**config.mk**
```make
export PLATFORM = sky130hd
export DESIGN_NAME = vhist_cell
export DESIGN_NICKNAME = d
export VERILOG_FILES = /design/src/hw/rtl/value_histogram_with_mode_unit_defines.svh /design/src/hw/rtl/vhist_pkg.sv /design/src/hw/rtl/vhist_cell.sv
export SDC_FILE = /design/constraint.sdc
export NUM_CORES = 1
export LEC_CHECK = 0
export ABC_CLOCK_PERIOD_IN_PS = 7300
export BUFFER_PORTS_ARGS = -buffer_cell sky130_fd_sc_hd__buf_2
export CORE_ASPECT_RATIO = 1.5
export CORE_MARGIN = 2
export CORE_UTILIZATION = 25
export CTS_BUF_LIST = sky130_fd_sc_hd__clkbuf_4
export DETAILED_ROUTE_END_ITERATION = 7
export GPL_TIMING_DRIVEN = 0
export SKIP_LAST_GASP = 1
export SLEW_MARGIN = 10
export SYNTH_ARGS = -nofsm -noshare
export SYNTH_HDL_FRONTEND = slang
export SYNTH_SLANG_ARGS = --single-unit
```
**constraint.sdc**
```tcl
create_clock -name clk -period 7.3 [get_ports clk]
set_clock_uncertainty 0.2 [all_clocks]
set_input_delay 1.46 -clock clk [delete_from_list [all_inputs] [get_ports clk]]
set_output_delay 1.46 -clock clk [all_outputs]
set_load 0.1 [all_outputs]
```
**src/hw/rtl/value_histogram_with_mode_unit_defines.svh**
```systemverilog
// Assertion macros used by the histogram unit top level.
`ifndef VALUE_HISTOGRAM_WITH_MODE_UNIT_DEFINES_SVH
`define VALUE_HISTOGRAM_WITH_MODE_UNIT_DEFINES_SVH

`ifndef SYNTHESIS
// Check that a property holds at every clock edge outside reset.
`define VHIST_CHECK(label, prop, msg) \
    label: assert property (@(posedge clk) disable iff (!rst_n) prop) else $error(msg);
// Check that a condition never occurs outside reset.
`define VHIST_NEVER(label, cond, msg) \
    label: assert property (@(posedge clk) disable iff (!rst_n) !(cond)) else $error(msg);
`else
`define VHIST_CHECK(label, prop, msg)
`define VHIST_NEVER(label, cond, msg)
`endif

`endif

```
**src/hw/rtl/vhist_pkg.sv**
```systemverilog
// Types and constants of the value histogram unit.
package vhist_pkg;

    localparam int TABLE_ENTRIES = 32;
    localparam int COUNT_BITS    = 16;
    localparam int KEY_W         = 32;

    localparam logic [COUNT_BITS-1:0] COUNT_MAX = {COUNT_BITS{1'b1}};
    localparam logic [COUNT_BITS-1:0] COUNT_ONE = {{(COUNT_BITS-1){1'b0}}, 1'b1};

    // Value travelling down the chain of cells.
    typedef struct packed {
        logic             valid;
        logic             done;
        logic             fin;
        logic [KEY_W-1:0] value;
    } token_t;

    // Contents of one table cell.
    typedef struct packed {
        logic                  used;
        logic [KEY_W-1:0]      key;
        logic [COUNT_BITS-1:0] cnt;
    } entry_t;

    // Control from the top level to every cell.
    typedef struct packed {
        logic shift;
    } cell_ctl_t;

endpackage

```
**src/hw/rtl/vhist_cell.sv**
```systemverilog
// One cell of the histogram chain: a table entry plus a token stage.
module vhist_cell
    import vhist_pkg::*;
(
    input  logic      clk,
    input  logic      rst_n,
    input  cell_ctl_t ctl,
    input  token_t    tok_in,
    output token_t    tok_out,
    input  entry_t    ent_in,
    output entry_t    ent_out
);

    logic                  used_reg;
    logic                  used_next;
    logic [KEY_W-1:0]      key_reg;
    logic [KEY_W-1:0]      key_next;
    logic [COUNT_BITS-1:0] cnt_reg;
    logic [COUNT_BITS-1:0] cnt_next;
    token_t                tok_reg;
    token_t                tok_next;
    logic                  live;
    logic                  hit;
    logic                  alloc;

    always_comb
    begin
        live  = tok_in.valid && !tok_in.done;
        hit   = live && used_reg && (key_reg == tok_in.value);
        alloc = live && !used_reg;

        used_next = used_reg;
        key_next  = key_reg;
        cnt_next  = cnt_reg;
        if (ctl.shift)
        begin
            // advance the table one place towards the output
            used_next = ent_in.used;
            key_next  = ent_in.key;
            cnt_next  = ent_in.cnt;
        end
        else if (alloc)
        begin
            used_next = 1'b1;
            key_next  = tok_in.value;
            cnt_next  = COUNT_ONE;
        end
        else if (hit && (cnt_reg != COUNT_MAX))
        begin
            cnt_next = cnt_reg + COUNT_ONE;
        end

        tok_next       = tok_in;
        tok_next.done  = tok_in.done | hit | alloc;
    end

    always_ff @(posedge clk or negedge rst_n)
    begin
        if (!rst_n)
        begin
            used_reg <= 1'b0;
            tok_reg  <= '0;
        end
        else
        begin
            used_reg <= used_next;
            tok_reg  <= tok_next;
        end
    end

    always_ff @(posedge clk)
    begin
        key_reg <= key_next;
        cnt_reg <= cnt_next;
    end

    assign tok_out      = tok_reg;
    assign ent_out.used = used_reg;
    assign ent_out.key  = key_reg;
    assign ent_out.cnt  = cnt_reg;

endmodule

```
==> impl_metrics.json <==
{
  "crit_path_max_fanout": 16,
  "grt_util_all_layers_pct": 12.9,
  "critical_path_required_ns": 7.16,
  "totalNegativeSetupSlack_ns": 0,
  "tritoncts_buffer_count": 9,
  "core_area_sq_um": 14000,
  "clockBufferDepth": 2,
  "io_pins": 171,
  "synth_async_sr_flop_share_pct": 42.9,
  "crit_top_cell": "sky130_fd_sc_hd__nand4_1",
  "min_delay_path_depth": 2,
  "holdBufCountCts": 0,
  "min_period_over_period_pct": 48.7,
  "fillCellCount": 1425,
  "synth_cell_type_count": 27,
  "routed-wl-met2_microns": 5150,
  "synth.net_count": 337,
  "detail_route.drc_violations": 0,
  "max-cap-violations": 0,
  "global_route_overflow": 0,
  "reg2reg_depth": 5,
  "vias_per_std_cell": 4.26,
  "maxClockFrequency_mhz": 281,
  "clk_pin_slew_ns": 0.14,
  "instances_no_fill": 626,
  "placement_rows": 53,
  "drive_above_1_share_pct": 51.6,
  "post_layout_inst_area_sq_um": 4830,
  "cts_tree": "built",
  "synth_edf_count": 48,
  "hp-class": "reg2reg",
  "fin_nets": 517,
  "worstHoldEndpoint": "used_reg$_DFFE_PN0P_",
  "drt-met1-wl_microns": 3610,
  "synthesis.yosys.warnings": 0,
  "top_layer": "met5",
  "grt_first_pass_wirelength_microns": 14800,
  "grt_max_degree": 42,
  "detail_route.iter0.violations": 69,
  "htreeDepth": 3,
  "largest_register_ffs": 35,
  "num_vias": 2664,
  "netlist.top_cell.by_area": "sky130_fd_sc_hd__edfxtp_1",
  "timing.setup.critical_path_class": "in2reg",
  "final-seq-area_sq_um": 2340,
  "ys_seq_elements": 84,
  "number_of_diodes": 0,
  "initial_antenna_violation_count": 1,
  "final_setup_violations": 0,
  "critical-path-max-stage-delay_ns": 0.72,
  "synthSimpleGateAreaFrac_pct": 8.04,
  "grt_setup_unrepaired": "false",
  "clock-root-buffer": "sky130_fd_sc_hd__clkbuf_4",
  "die_area_sq_um": 15300,
  "yosys.area_share.adder_pct": 0.350,
  "final-hold-violation-count": 0,
  "multi_input_comb_area_sq_um": 1170,
  "internal_reg_to_reg_setup_slack_ns": 4.49,
  "final_wtd_congestion": 0.759,
  "area_growth_from_synthesis_to_layout_pct": 35.1,
  "power_report.internal_total_mw": 0.763,
  "endpoint_kind": "flip-flop",
  "sequential_power_share_pct": 44.4,
  "power_switching_mw": 0.516,
  "crit_path_top_delay_cell": "sky130_fd_sc_hd__o21ai_2",
  "dieWidth_microns": 102,
  "die-height_microns": 151,
  "postLayoutSetupSlackWorst_ns": 3.75,
  "syn-mean-instance-area_sq_um": 14.4,
  "critical_path.reg2reg.endpoint": "cnt_reg[10]$_DFFE_PP_",
  "yosysTopAreaCellShare_pct": 40.3,
  "wl_per_cell_microns": 15.7,
  "insertion_delay_ns": 0.44,
  "static-leakage-power_nw": 2.08,
  "rr_startpoint": "key_reg[30]$_DFFE_PP_",
  "switching_share_pct": 40.3,
  "detailed_place_hpwl_microns": 7550,
  "crit_arrival_ns": 3.42,
  "path_cells": "buf_2 -> xnor2_1 -> nand4_1 -> nor3_1 -> nand4_1 -> o21ai_2",
  "dr.pass1.iters": 4,
  "post_synth_xor_area_fraction_pct": 11.3,
  "post_cts_setup_repair_bufs": 0,
  "max-vdd-ir-drop_mv": 0.0972,
  "cts.sink_count": 84,
  "dr_wl_met3_microns": 876,
  "timing.max_slew.rel_slack_pct": 32.0,
  "cp_num_buf_inv": 1,
  "path_delay_family": "simple AND/OR/NAND/NOR gates",
  "postSynth.topFlopCell": "sky130_fd_sc_hd__edfxtp_1",
  "power_per_cell_area_nw_per_um2": 265,
  "fraction_of_synthesized_area_in_multiplexers_pct": 10.1,
  "synth_sequential_area_ratio_pct": 65.5,
  "drt-total-wl_microns": 9850,
  "outcome": "finished, final reports clean",
  "power.clock.fraction_pct": 24.3,
  "critPathLaunchType": "input pin",
  "synth_compound_area_share_pct": 2.90,
  "mappedNetlistArea_sq_um": 3580,
  "worst-slew-pin-transition_ns": 1.02,
  "timing.hold.worst.start": "used_reg$_DFFE_PN0P_",
  "final_core_util_pct": 34.6,
  "cts.repair.resized": 0,
  "synth_cells": 249,
  "final-max-slew-violation-count": 0,
  "place.detailed.instances": 610,
  "initial_utilization_pct": 25.6,
  "p_comb_share_pct": 31.3,
  "finalCriticalPeriod_ns": 3.55,
  "synth_top_family_by_area": "XOR/XNOR gates",
  "antenna_left": 0,
  "grt_pass1_vias": 2970,
  "dpl_worst_slack_ns": 3.08,
  "port_buffers": 169,
  "synth_area_leaders": "sky130_fd_sc_hd__edfxtp_1, sky130_fd_sc_hd__dfrtp_1, sky130_fd_sc_hd__mux2_2",
  "placedInstanceArea_sq_um": 4670
}
## cell families after synthesis
family,after synthesis
AOI/OAI and AO/OA,20
xor gates and xnor gates,46
adders and majority gates,1
buffers and inverters,14
DFF,84
muxes,32
and+or+nand+nor,52
## metrics by stage
| step | total power, mW | hold WS, ns |
|---|---|---|
| 2_1_floorplan | 0.891 | 0.340 |
| 3_3_place_gp | 0.979 | 0.381 |
| 3_5_place_dp | 0.983 | 0.385 |
| 4_1_cts | 1.30 | 0.416 |
| 5_1_grt | 1.33 | 0.465 |
| 6_report | 1.28 | 0.413 |
## metal layers
| metal | up-vias | GRT usage [%] |
|---|---|---|
| met3 | 16 | 5.43 |
| met2 | 128 | 22.7 |
| met4 | 2 | 4.86 |
| met5 | - | 0 |
| met1 | 1270 | 13.6 |
| li1 | 1248 | - |
## worst max path at each step
| stage | start | end | slack (ns) | cells after the start |
|---|---|---|---|---|
| finish | tok_in[30] | cnt_reg[10]$_DFFE_PP_ | 3.75 | 6 |
| global route | tok_in[30] | cnt_reg[10]$_DFFE_PP_ | 3.57 | 6 |
| CTS | tok_in[30] | cnt_reg[11]$_DFFE_PP_ | 3.59 | 6 |
| detailed placement | tok_in[30] | cnt_reg[13]$_DFFE_PP_ | 3.08 | 6 |
| global placement | tok_in[30] | cnt_reg[6]$_DFFE_PP_ | 2.72 | 6 |
| floorplan | tok_in[21] | cnt_reg[0]$_DFFE_PP_ | 3.83 | 5 |
## worst reg2reg max path: cells and delay by family, from the launching register on
| kind | cells | cell delay (ns) |
|---|---|---|
| DFF | 1 | 0.42 |
| AOI/OAI and AO/OA | 1 | 0.72 |
| and+or+nand+nor | 3 | 0.84 |
| xor gates and xnor gates | 1 | 0.28 |
## layout make-up
cell class	instances	share of cell area, %
plain buffers	9	1.04
multi-input cells	151	24.2
clock buffers	9	1.40
clock inverters	7	2.04
repair buffers	169	17.5
inverters	5	0.388
flip-flops and latches	84	48.4
well taps	192	4.97
## power groups by stage
stage | Combinational, mW | Sequential (mW) | Clock [mW]
3_3_place_gp | 0.402 | 0.576 | 0
5_1_grt | 0.417 | 0.573 | 0.340
3_5_place_dp | 0.404 | 0.579 | 0
4_1_cts | 0.405 | 0.569 | 0.328
6_report | 0.400 | 0.568 | 0.311
2_1_floorplan | 0.0693 | 0.821 | 0
## synthesized netlist by cell type (all sizes together), types with 2 or more instances
library cell	n
nor4	4
xnor2	30
buf	6
and2	2
nand4	11
clkbuf	3
o21ai	16
dfrtp	36
mux2	32
nand3	5
edfxtp	48
nor2b	2
nor2	4
nand2	20
a21oi	3
nor3	2
xor2	16
inv	5
and4	2
## placed cells by master (no fill, tap or decap), types with 3 or more instances in the layout
| cell type | instances |
|---|---|
| sky130_fd_sc_hd__inv_1 | 5 |
| sky130_fd_sc_hd__xnor2_1 | 30 |
| sky130_fd_sc_hd__nor4_1 | 4 |
| sky130_fd_sc_hd__dfrtp_1 | 36 |
| sky130_fd_sc_hd__nand3_1 | 5 |
| sky130_fd_sc_hd__mux2_2 | 30 |
| sky130_fd_sc_hd__edfxtp_1 | 48 |
| sky130_fd_sc_hd__buf_2 | 173 |
| sky130_fd_sc_hd__a21oi_1 | 3 |
| sky130_fd_sc_hd__nand2_1 | 20 |
| sky130_fd_sc_hd__nor2_1 | 4 |
| sky130_fd_sc_hd__clkbuf_1 | 3 |
| sky130_fd_sc_hd__nand4_1 | 9 |
| sky130_fd_sc_hd__xor2_1 | 16 |
| sky130_fd_sc_hd__clkinv_4 | 3 |
| sky130_fd_sc_hd__o21ai_1 | 15 |
| sky130_fd_sc_hd__clkbuf_4 | 9 |
Note: power is estimated with default switching activity, not from simulation.
